File: src/sv/wlqp_pkg.sv
`timescale 1ns / 1ps
// ----------------------------------------------------------------------------
// wlqp_pkg
// Shared constants, codes and interface types of the weighted lottery
// queue picker.
// ----------------------------------------------------------------------------
package wlqp_pkg;

    localparam int QUEUE_DEPTH_DEF = 16;
    localparam int TAG_WIDTH_DEF   = 16;
    localparam int CLASS_COUNT     = 3;

    localparam int WEIGHT_W  = 8;
    localparam int RND_W     = 15;
    localparam int TOTAL_W   = 10;
    localparam int PRIO_W    = 2;
    localparam int QSEL_W    = 2;
    localparam int CFG_IDX_W = 2;

    localparam logic KIND_ENQ = 1'b0;
    localparam logic KIND_SEL = 1'b1;

    localparam logic [PRIO_W-1:0] PRIO_HIGH = 2'd0;
    localparam logic [PRIO_W-1:0] PRIO_MID  = 2'd1;

    localparam logic [QSEL_W-1:0] Q_HIGH = 2'd0;
    localparam logic [QSEL_W-1:0] Q_MID  = 2'd1;
    localparam logic [QSEL_W-1:0] Q_LOW  = 2'd2;

    localparam logic [CFG_IDX_W-1:0] REG_WEIGHT_HIGH = 2'd0;
    localparam logic [CFG_IDX_W-1:0] REG_WEIGHT_MID  = 2'd1;
    localparam logic [CFG_IDX_W-1:0] REG_WEIGHT_LOW  = 2'd2;

    localparam logic [WEIGHT_W-1:0] WEIGHT_HIGH_RST = 8'd50;
    localparam logic [WEIGHT_W-1:0] WEIGHT_MID_RST  = 8'd30;
    localparam logic [WEIGHT_W-1:0] WEIGHT_LOW_RST  = 8'd20;

    typedef struct packed {
        logic               start;
        logic [RND_W-1:0]   dividend;
        logic [TOTAL_W-1:0] divisor;
    } t_div_req;

    typedef struct packed {
        logic               done;
        logic [TOTAL_W-1:0] remainder;
    } t_div_rsp;

endpackage

File: src/sv/wlqp_ram.sv
`timescale 1ns / 1ps
// ----------------------------------------------------------------------------
// wlqp_ram
// Generic simple dual-port RAM: one write port, one read port with
// registered read data.
// ----------------------------------------------------------------------------
module wlqp_ram #(
    parameter int WIDTH = 16,
    parameter int DEPTH = 48
) (
    input  logic                     i_clk,
    input  logic                     i_we,
    input  logic [$clog2(DEPTH)-1:0] i_waddr,
    input  logic [WIDTH-1:0]         i_wdata,
    input  logic                     i_re,
    input  logic [$clog2(DEPTH)-1:0] i_raddr,
    output logic [WIDTH-1:0]         o_rdata
);

    logic [WIDTH-1:0] r_mem [DEPTH];
    logic [WIDTH-1:0] r_rdata;

    always_ff @(posedge i_clk) begin
        if (i_we) begin
            r_mem[i_waddr] <= i_wdata;
        end
        if (i_re) begin
            r_rdata <= r_mem[i_raddr];
        end
    end

    assign o_rdata = r_rdata;

endmodule

File: src/sv/wlqp_mod.sv
`timescale 1ns / 1ps
// ----------------------------------------------------------------------------
// wlqp_mod
// Restoring remainder unit: one dividend bit per cycle through a single
// shift, compare and subtract stage.
// ----------------------------------------------------------------------------
module wlqp_mod (
    input  logic               i_clk,
    input  logic               i_rst_n,
    input  wlqp_pkg::t_div_req i_req,
    output wlqp_pkg::t_div_rsp o_rsp
);

    localparam int CNT_W = $clog2(wlqp_pkg::RND_W);

    logic                           r_busy;
    logic                           r_done;
    logic [CNT_W-1:0]               r_cnt;
    logic [wlqp_pkg::TOTAL_W-1:0]   r_rem;
    logic [wlqp_pkg::RND_W-1:0]     r_dvd;
    logic [wlqp_pkg::TOTAL_W-1:0]   r_dvs;

    logic                           n_busy;
    logic                           n_done;
    logic [CNT_W-1:0]               n_cnt;
    logic [wlqp_pkg::TOTAL_W-1:0]   n_rem;
    logic [wlqp_pkg::RND_W-1:0]     n_dvd;
    logic [wlqp_pkg::TOTAL_W-1:0]   n_dvs;

    logic [wlqp_pkg::TOTAL_W:0]     w_shift;
    logic [wlqp_pkg::TOTAL_W:0]     w_diff;

    assign w_shift = {r_rem, r_dvd[wlqp_pkg::RND_W-1]};
    assign w_diff  = w_shift - {1'b0, r_dvs};

    always_comb begin
        n_busy = r_busy;
        n_done = 1'b0;
        n_cnt  = r_cnt;
        n_rem  = r_rem;
        n_dvd  = r_dvd;
        n_dvs  = r_dvs;
        if (i_req.start) begin
            n_busy = 1'b1;
            n_cnt  = '0;
            n_rem  = '0;
            n_dvd  = i_req.dividend;
            n_dvs  = i_req.divisor;
        end else if (r_busy) begin
            if (w_shift >= {1'b0, r_dvs}) begin
                n_rem = w_diff[wlqp_pkg::TOTAL_W-1:0];
            end else begin
                n_rem = w_shift[wlqp_pkg::TOTAL_W-1:0];
            end
            n_dvd = {r_dvd[wlqp_pkg::RND_W-2:0], 1'b0};
            n_cnt = r_cnt + CNT_W'(1);
            if (r_cnt == CNT_W'(wlqp_pkg::RND_W - 1)) begin
                n_busy = 1'b0;
                n_done = 1'b1;
            end
        end
    end

    always_ff @(posedge i_clk) begin
        if (!i_rst_n) begin
            r_busy <= 1'b0;
            r_done <= 1'b0;
        end else begin
            r_busy <= n_busy;
            r_done <= n_done;
        end
        r_cnt <= n_cnt;
        r_rem <= n_rem;
        r_dvd <= n_dvd;
        r_dvs <= n_dvs;
    end

    assign o_rsp.done      = r_done;
    assign o_rsp.remainder = r_rem;

endmodule

File: src/sv/weighted_lottery_queue_picker.sv
`timescale 1ns / 1ps
// ----------------------------------------------------------------------------
// weighted_lottery_queue_picker
// Three FIFO queues of task tags with a weighted lottery select.
// ----------------------------------------------------------------------------
// Every input word yields one result word. An enqueue word passes through
// S_ENQ, which writes the tag unless the queue is full and registers the
// result, and S_DONE, which moves the result into the output register. A
// select word that finds a non-empty queue with tickets goes through the
// ticket sum in S_SETUP, the remainder unit's 15 one-bit steps that reduce
// the random value by the ticket total, the winner, the tag store read, the
// pop, the move into the output register and the return to idle. A select
// with no tickets goes from S_SETUP through S_DONE back to idle. The block
// takes one word at a time and stalls its input while busy; a finished
// result sits in the output register, so the next word can be accepted
// while it waits, and a stalled output adds its stall cycles only when a
// second result is ready behind it. The three queues share one tag store of
// three times QUEUE_DEPTH entries. The user must write weight registers only
// while the block is idle; the block itself does not enforce this.
// ----------------------------------------------------------------------------
module weighted_lottery_queue_picker #(
    parameter int QUEUE_DEPTH = wlqp_pkg::QUEUE_DEPTH_DEF,
    parameter int TAG_WIDTH   = wlqp_pkg::TAG_WIDTH_DEF
) (
    input  logic                             i_clk,
    input  logic                             i_rst_n,

    input  logic                             i_valid,
    output logic                             o_stall,
    input  logic                             i_kind,
    input  logic [wlqp_pkg::PRIO_W-1:0]      i_priority_req,
    input  logic [TAG_WIDTH-1:0]             i_task_tag,
    input  logic [wlqp_pkg::RND_W-1:0]       i_random_value,

    output logic                             o_valid,
    input  logic                             i_stall,
    output logic                             o_task_valid,
    output logic [TAG_WIDTH-1:0]             o_picked_tag,
    output logic [wlqp_pkg::QSEL_W-1:0]      o_picked_queue,
    output logic                             o_dropped,

    input  logic                             i_cfg_we,
    input  logic [wlqp_pkg::CFG_IDX_W-1:0]   i_cfg_index,
    input  logic [wlqp_pkg::WEIGHT_W-1:0]    i_cfg_data
);

    localparam int NQ        = wlqp_pkg::CLASS_COUNT;
    localparam int RAM_DEPTH = NQ * QUEUE_DEPTH;
    localparam int AW        = $clog2(RAM_DEPTH);
    localparam int PW        = $clog2(QUEUE_DEPTH);
    localparam int CW        = $clog2(QUEUE_DEPTH + 1);
    localparam int WW        = wlqp_pkg::WEIGHT_W;
    localparam int TW        = wlqp_pkg::TOTAL_W;
    localparam int QW        = wlqp_pkg::QSEL_W;

    typedef enum logic [2:0] {
        S_IDLE,
        S_ENQ,
        S_SETUP,
        S_DIV,
        S_READ,
        S_POP,
        S_DONE
    } t_state;

    t_state                       r_state,  n_state;
    logic [QW-1:0]                r_q,      n_q;
    logic [TAG_WIDTH-1:0]         r_tag,    n_tag;
    logic [wlqp_pkg::RND_W-1:0]   r_rnd,    n_rnd;
    logic [WW-1:0]                r_tick    [NQ];
    logic [WW-1:0]                n_tick    [NQ];
    logic [TW-1:0]                r_total,  n_total;
    logic [PW-1:0]                r_head    [NQ];
    logic [PW-1:0]                n_head    [NQ];
    logic [PW-1:0]                r_tail    [NQ];
    logic [PW-1:0]                n_tail    [NQ];
    logic [CW-1:0]                r_count   [NQ];
    logic [CW-1:0]                n_count   [NQ];
    logic [WW-1:0]                r_weight  [NQ];
    logic [WW-1:0]                n_weight  [NQ];

    logic                         r_res_task_valid, n_res_task_valid;
    logic [TAG_WIDTH-1:0]         r_res_tag,        n_res_tag;
    logic [QW-1:0]                r_res_queue,      n_res_queue;
    logic                         r_res_dropped,    n_res_dropped;

    logic                         r_out_valid,      n_out_valid;
    logic                         r_out_task_valid, n_out_task_valid;
    logic [TAG_WIDTH-1:0]         r_out_tag,        n_out_tag;
    logic [QW-1:0]                r_out_queue,      n_out_queue;
    logic                         r_out_dropped,    n_out_dropped;

    logic [WW-1:0]                w_tick    [NQ];
    logic [TW-1:0]                w_total;
    logic                         w_full;
    logic [PW-1:0]                w_tail_q;
    logic [PW-1:0]                w_head_q;
    logic [AW-1:0]                w_base;
    logic                         w_out_free;

    logic                         w_ram_we;
    logic [AW-1:0]                w_ram_waddr;
    logic                         w_ram_re;
    logic [AW-1:0]                w_ram_raddr;
    logic [TAG_WIDTH-1:0]         w_ram_rdata;

    wlqp_pkg::t_div_req           w_div_req;
    wlqp_pkg::t_div_rsp           w_div_rsp;

    always_comb begin
        for (int k = 0; k < NQ; k++) begin
            w_tick[k] = (r_count[k] != '0) ? r_weight[k] : '0;
        end
    end

    assign w_total    = TW'(w_tick[0]) + TW'(w_tick[1]) + TW'(w_tick[2]);
    assign w_full     = (r_count[r_q] == CW'(QUEUE_DEPTH));
    assign w_tail_q   = r_tail[r_q];
    assign w_head_q   = r_head[r_q];
    assign w_base     = AW'(r_q) * AW'(QUEUE_DEPTH);
    assign w_out_free = !r_out_valid || !i_stall;

    assign w_ram_we    = (r_state == S_ENQ) && !w_full;
    assign w_ram_waddr = w_base + AW'(w_tail_q);
    assign w_ram_re    = (r_state == S_READ);
    assign w_ram_raddr = w_base + AW'(w_head_q);

    assign w_div_req.start    = (r_state == S_SETUP) && (w_total != '0);
    assign w_div_req.dividend = r_rnd;
    assign w_div_req.divisor  = w_total;

    wlqp_ram #(
        .WIDTH (TAG_WIDTH),
        .DEPTH (RAM_DEPTH)
    ) u_store (
        .i_clk   (i_clk),
        .i_we    (w_ram_we),
        .i_waddr (w_ram_waddr),
        .i_wdata (r_tag),
        .i_re    (w_ram_re),
        .i_raddr (w_ram_raddr),
        .o_rdata (w_ram_rdata)
    );

    wlqp_mod u_mod (
        .i_clk   (i_clk),
        .i_rst_n (i_rst_n),
        .i_req   (w_div_req),
        .o_rsp   (w_div_rsp)
    );

    always_comb begin
        n_state          = r_state;
        n_q              = r_q;
        n_tag            = r_tag;
        n_rnd            = r_rnd;
        n_tick           = r_tick;
        n_total          = r_total;
        n_head           = r_head;
        n_tail           = r_tail;
        n_count          = r_count;
        n_weight         = r_weight;
        n_res_task_valid = r_res_task_valid;
        n_res_tag        = r_res_tag;
        n_res_queue      = r_res_queue;
        n_res_dropped    = r_res_dropped;
        n_out_valid      = r_out_valid && i_stall;
        n_out_task_valid = r_out_task_valid;
        n_out_tag        = r_out_tag;
        n_out_queue      = r_out_queue;
        n_out_dropped    = r_out_dropped;

        if (i_cfg_we) begin
            case (i_cfg_index)
                wlqp_pkg::REG_WEIGHT_HIGH: n_weight[0] = i_cfg_data;
                wlqp_pkg::REG_WEIGHT_MID:  n_weight[1] = i_cfg_data;
                wlqp_pkg::REG_WEIGHT_LOW:  n_weight[2] = i_cfg_data;
                default: ;
            endcase
        end

        case (r_state)
            S_IDLE: begin
                if (i_valid) begin
                    n_tag = i_task_tag;
                    n_rnd = i_random_value;
                    if (i_priority_req == wlqp_pkg::PRIO_HIGH) begin
                        n_q = wlqp_pkg::Q_HIGH;
                    end else if (i_priority_req == wlqp_pkg::PRIO_MID) begin
                        n_q = wlqp_pkg::Q_MID;
                    end else begin
                        n_q = wlqp_pkg::Q_LOW;
                    end
                    n_state = (i_kind == wlqp_pkg::KIND_SEL) ? S_SETUP : S_ENQ;
                end
            end
            S_ENQ: begin
                n_res_task_valid = 1'b0;
                n_res_tag        = '0;
                n_res_queue      = wlqp_pkg::Q_HIGH;
                n_res_dropped    = w_full;
                if (!w_full) begin
                    n_tail[r_q]  = (w_tail_q == PW'(QUEUE_DEPTH - 1)) ?
                                   '0 : w_tail_q + PW'(1);
                    n_count[r_q] = r_count[r_q] + CW'(1);
                end
                n_state = S_DONE;
            end
            S_SETUP: begin
                n_tick  = w_tick;
                n_total = w_total;
                n_res_task_valid = 1'b0;
                n_res_tag        = '0;
                n_res_queue      = wlqp_pkg::Q_HIGH;
                n_res_dropped    = 1'b0;
                n_state = (w_total == '0) ? S_DONE : S_DIV;
            end
            S_DIV: begin
                if (w_div_rsp.done) begin
                    if (w_div_rsp.remainder < TW'(r_tick[0])) begin
                        n_q = wlqp_pkg::Q_HIGH;
                    end else if (w_div_rsp.remainder <
                                 TW'(r_tick[0]) + TW'(r_tick[1])) begin
                        n_q = wlqp_pkg::Q_MID;
                    end else begin
                        n_q = wlqp_pkg::Q_LOW;
                    end
                    n_state = S_READ;
                end
            end
            S_READ: begin
                n_state = S_POP;
            end
            S_POP: begin
                n_res_task_valid = 1'b1;
                n_res_tag        = w_ram_rdata;
                n_res_queue      = r_q;
                n_res_dropped    = 1'b0;
                n_head[r_q]      = (w_head_q == PW'(QUEUE_DEPTH - 1)) ?
                                   '0 : w_head_q + PW'(1);
                n_count[r_q]     = r_count[r_q] - CW'(1);
                n_state          = S_DONE;
            end
            S_DONE: begin
                if (w_out_free) begin
                    n_out_valid      = 1'b1;
                    n_out_task_valid = r_res_task_valid;
                    n_out_tag        = r_res_tag;
                    n_out_queue      = r_res_queue;
                    n_out_dropped    = r_res_dropped;
                    n_state          = S_IDLE;
                end
            end
            default: begin
                n_state = S_IDLE;
            end
        endcase
    end

    always_ff @(posedge i_clk) begin
        if (!i_rst_n) begin
            r_state     <= S_IDLE;
            r_out_valid <= 1'b0;
            r_weight[0] <= wlqp_pkg::WEIGHT_HIGH_RST;
            r_weight[1] <= wlqp_pkg::WEIGHT_MID_RST;
            r_weight[2] <= wlqp_pkg::WEIGHT_LOW_RST;
            for (int k = 0; k < NQ; k++) begin
                r_head[k]  <= '0;
                r_tail[k]  <= '0;
                r_count[k] <= '0;
            end
        end else begin
            r_state     <= n_state;
            r_out_valid <= n_out_valid;
            r_weight    <= n_weight;
            r_head      <= n_head;
            r_tail      <= n_tail;
            r_count     <= n_count;
        end
        r_q              <= n_q;
        r_tag            <= n_tag;
        r_rnd            <= n_rnd;
        r_tick           <= n_tick;
        r_total          <= n_total;
        r_res_task_valid <= n_res_task_valid;
        r_res_tag        <= n_res_tag;
        r_res_queue      <= n_res_queue;
        r_res_dropped    <= n_res_dropped;
        r_out_task_valid <= n_out_task_valid;
        r_out_tag        <= n_out_tag;
        r_out_queue      <= n_out_queue;
        r_out_dropped    <= n_out_dropped;
    end

    assign o_stall        = (r_state != S_IDLE);
    assign o_valid        = r_out_valid;
    assign o_task_valid   = r_out_task_valid;
    assign o_picked_tag   = r_out_tag;
    assign o_picked_queue = r_out_queue;
    assign o_dropped      = r_out_dropped;

    a_pop_nonempty: assert property (@(posedge i_clk) disable iff (!i_rst_n)
        (r_state == S_POP) |-> (r_count[r_q] != '0))
        else $error("pop from an empty queue");

    a_result_excl: assert property (@(posedge i_clk) disable iff (!i_rst_n)
        o_valid |-> !(o_task_valid && o_dropped))
        else $error("result both picked and dropped");

    a_rem_range: assert property (@(posedge i_clk) disable iff (!i_rst_n)
        (w_div_rsp.done && (r_state == S_DIV)) |-> (w_div_rsp.remainder < r_total))
        else $error("draw not below ticket total");

    a_accept_busy: assert property (@(posedge i_clk) disable iff (!i_rst_n)
        (i_valid && !o_stall) |=> (r_state != S_IDLE))
        else $error("accepted word not taken up");

endmodule

File: config.mk
export PLATFORM = sky130hd
export DESIGN_NAME = weighted_lottery_queue_picker
export DESIGN_NICKNAME = d
export VERILOG_FILES = /design/src/sv/wlqp_pkg.sv /design/src/sv/wlqp_ram.sv /design/src/sv/wlqp_mod.sv /design/src/sv/weighted_lottery_queue_picker.sv
export SDC_FILE = /design/constraint.sdc
export NUM_CORES = 1
export LEC_CHECK = 0
export BUFFER_PORTS_ARGS = -buffer_cell sky130_fd_sc_hd__buf_2
export CAP_MARGIN = 0
export CORE_MARGIN = 2
export CORE_UTILIZATION = 55
export DETAILED_ROUTE_END_ITERATION = 8
export PLACE_DENSITY = 0.73
export SKIP_CTS_REPAIR_TIMING = 1
export SYNTH_ARGS = -nofsm -noshare
export SYNTH_HDL_FRONTEND = slang
export SYNTH_HIERARCHICAL = 1
export SYNTH_SLANG_ARGS = --single-unit
File: constraint.sdc
create_clock -name i_clk -period 5.58 [get_ports i_clk]
set_input_delay 0.837 -clock i_clk [delete_from_list [all_inputs] [get_ports i_clk]]
set_output_delay 0.837 -clock i_clk [all_outputs]
set_load 0.05 [all_outputs]
==> impl_metrics.csv <==
group,metric,value,unit
route,avgViaCountPerCell,6.16,
final_layout,multi_input_area,0.0107,sq mm
floorplan,row_count,99,
timing,post-route-period-util,89.6,%
synthesis,ys_warn_count,6,
worst_setup_path,cpLargestDelayFamily,"simple AND/OR/NAND/NOR gates",
global_route,grt_max_degree,79,
placed_design,place.gp.congestion,0.867,
timing,finalHoldViolCount,0,
worst_setup_path,crit_top_cell,"inv_1",
final_layout,drive_above_1_share,17.8,%
synthesis,synth.largest_area_cell,"edfxtp_1",
worst_setup_path,slowest_delay,0.50,ns
power_and_ir_drop,swShare,26.5,%
worst_setup_path,timing.rr.start,"r_count[7]$_SDFFE_PN0P_",
route,drc_errors,0,
global_route,antenna_found_initial,0,
synthesis,async_reset_ff_share,0,%
clocking,cts.sinks,981,
timing,slew_viol_final,0,
route,drtAntennaViolNets,0,
global_route,grt_pass1_vias,21300,
power_and_ir_drop,switchingPower,4.82,mW
final_layout,area_delta_synth_final,11.8,%
timing,finalSetupViolations,0,
synthesis,syn_avg_cell_area,17.1,sq um
clocking,cts-buffers-inserted,93,
global_route,grt_pass1_wl,137,mm
synthesis,synth-edff-count,898,
power_and_ir_drop,combPwrFrac,16.0,%
power_and_ir_drop,p_seq_share,50.1,%
final_layout,fillers,5018,
timing,clock-skew-final,0.0200,ns
power_and_ir_drop,leakagePower,14.8,nW
floorplan,die-area,0.0753,sq mm
timing,maxSlewHeadroom,18.3,%
worst_setup_path,cp_slowest_cell,"fa_1",
route,firstDrtPassIters,8,
placed_design,dp_hpwl,55.9,mm
synthesis,synth_cell_type_count,91,
final_layout,stdcell_count,3532,
worst_setup_path,worstPathArrival,5.29,ns
placed_design,placed_cells,3363,
synthesis,synth_nets,2460,
worst_setup_path,critPathKind,"reg2reg",
timing,grt_setup_unrepaired,"false",
route,drtIter0Drc,2501,
global_route,grtUsageTotal,24.8,%
timing,tns,0,ns
final_layout,fin_nets,2606,
synthesis,synth_flop_cell,"edfxtp_1",
synthesis,ys_ff_latch,981,
min_path,hp-start,"i_task_tag[12]",
worst_setup_path,cp_max_fo,19,
worst_setup_path,crit_buf_inv,3,
clocking,cts_tree,"yes",
worst_setup_path,crit_required,5.87,ns
final_layout,fin_util,61.8,%
power_and_ir_drop,p_clk_share,33.9,%
power_and_ir_drop,p_per_area,405,mW/mm^2
clocking,clkLatencyLatePin,0.65,ns
timing,fmax,200,MHz
power_and_ir_drop,ir_drop,0.000482,V
route,vias,21700,
clocking,cts_root_buf,"clkbuf_16",
worst_setup_path,end_kind,"register",
global_route,grt.overflow.total,0,
worst_setup_path,critPathLaunchType,"register",
synthesis,ys_seq_area_share,71.2,%
floorplan,core,0.0727,sq mm
floorplan,die_h,274,um
synthesis,yosysTopAreaCellShare,67.1,%
worst_setup_path,cp_cell_sequence,"nor2_1, nand2_1, and2_1, inv_1, fa_1, inv_1, ha_1, fa_1, xor2_1, or4_1, or3_1, nor4_2, a21oi_4, nor2_1, inv_1",
min_path,hp-class,"in2reg",
placed_design,io_buffer_count,70,
worst_setup_path,critPathLaunch,"r_count[7]$_SDFFE_PN0P_",
synthesis,syn_inst,2354,
power_and_ir_drop,p_int,13.4,mW
floorplan,start_util,55.3,%
synthesis,synthTopCellsByArea,"edfxtp_1 67%, mux2i_1 7.6%, mux4_2 4.5%",
job,maxCapViolations,0,
route,post_drt_wl_per_cell,26.3,um
floorplan,io_pins,71,
timing,period_needed,5.00,ns
timing,fin_hold_ws,0.365,ns
floorplan,dieWidth,274,um
clocking,path_clk_slew,0.06,ns
timing,worstMarginPinSlew,1.22,ns
synthesis,netlist_area,0.0402,sq mm
route,wirelength,92.7,mm
outcome,outcome,"complete, no violations",
clocking,cts.path.max_buffers,3,
clocking,htreeDepth,3,
final_layout,register_area,0.0286,sq mm
-- worst paths after layout --
check                          endpoint  slack [ns]  cells past startpoint
max            u_mod/r_dvd[5]$_DFFE_PP_        0.58                     15
min                 r_tag[12]$_DFFE_PP_        0.37                      1
max reg2reg    u_mod/r_dvd[5]$_DFFE_PP_        0.58                     15
min reg2reg  o_picked_tag[11]$_DFFE_PP_        0.42                      0
-- synth_stat cells (18+ instances only) --
cell type  instances
a221oi_1          32
and3_1            21
o22ai_1           18
buf_6             23
nand3_1           20
nor2b_1           36
dfxtp_1           83
a21oi_1           58
nor2_1            90
buf_2             22
nand2_1          106
nor3_1            18
clkbuf_1          48
a22o_1            32
mux4_2            80
ha_1              46
a22oi_1           64
inv_1             59
edfxtp_1         898
mux2i_1          305
-- power groups by stage --
stage / sequential, mW / clock [mW] / combinational [mW]
2_1_floorplan: 9.35 / 0 / 1.83
3_3_place_gp: 9.25 / 0 / 2.79
3_5_place_dp: 9.27 / 0 / 2.90
4_1_cts: 9.12 / 6.27 / 2.92
5_1_grt: 9.16 / 6.53 / 3.19
6_report: 9.12 / 6.17 / 2.92
-- per-stage QoR --
step	setup WS, ns	instance area, sq um	total power, mW
6_report	0.578	45000	18.2
5_1_grt	0.0409	45000	18.9
4_1_cts	0.365	45000	18.3
3_5_place_dp	0.397	42000	12.2
3_3_place_gp	0.564	42000	12.0
2_1_floorplan	0.979	40200	11.2
-- sequential cells by signal, summed over array words and instances, names as in the netlist, 2 cells and up, named ones only --
| register | cells |
|---|---|
| u_store/r_mem | 768 |
| r_weight | 24 |
| o_picked_tag | 16 |
| r_res_tag | 16 |
| r_tag | 16 |
| r_tick | 16 |
| u_store/o_rdata | 16 |
| r_rnd | 15 |
| u_mod/r_dvd | 15 |
| r_count | 12 |
| r_head | 12 |
| r_tail | 12 |
| u_mod/r_dvs | 10 |
| u_mod/r_rem | 10 |
| u_mod/r_cnt | 4 |
| r_state | 3 |
| o_picked_queue | 2 |
| r_q | 2 |
| r_res_queue | 2 |
-- kinds of logic after synthesis --
group	after synthesis	share of synthesized area, %
AND/OR/NAND/NOR	371	4.62
AO/OA/AOI/OAI	337	6.76
adder cells (fa/ha/maj)	57	1.98
buffers and inverters	182	2.35
multiplexers	401	12.6
flip-flops	981	71.2
XOR/XNOR	25	0.545
-- cells in the final DEF, fill, tap and decap left out, types with 13 or more instances in the layout --
| master | count |
|---|---|
| and3_1 | 21 |
| mux2i_1 | 305 |
| nor2b_1 | 34 |
| a22oi_1 | 64 |
| a221oi_1 | 32 |
| buf_4 | 93 |
| inv_1 | 59 |
| nand2_1 | 106 |
| mux2_2 | 14 |
| nor3_1 | 13 |
| clkinv_1 | 18 |
| clkbuf_1 | 23 |
| clkinv_2 | 13 |
| mux4_2 | 80 |
| o21ai_0 | 14 |
| clkbuf_16 | 95 |
| a21oi_1 | 57 |
| edfxtp_1 | 898 |
| a22o_1 | 32 |
| buf_2 | 70 |
| nand2b_1 | 15 |
| dfxtp_1 | 83 |
| ha_1 | 46 |
| o22ai_1 | 18 |
| o41ai_2 | 16 |
| nand3_1 | 20 |
| nor2_1 | 90 |
| xnor2_1 | 15 |
-- layer usage --
metal  routed length [um]  GRT usage [%]
met3                 7540           4.09
met1                38200           34.8
met5                    0              0
met4                 2570           7.98
met2                44400           40.1
-- cell type report --
type                            count  area share (%)
Tap cell                          959            2.67
Clock inverter                     43           0.974
Sequential cell                   981            63.7
Timing Repair Buffer              170            2.64
Multi-Input combinational cell   1192            23.9
Inverter                           62           0.518
Antenna cell                        1         0.00557
Clock buffer                      124            5.63
Power figures use the tool's default switching activity.
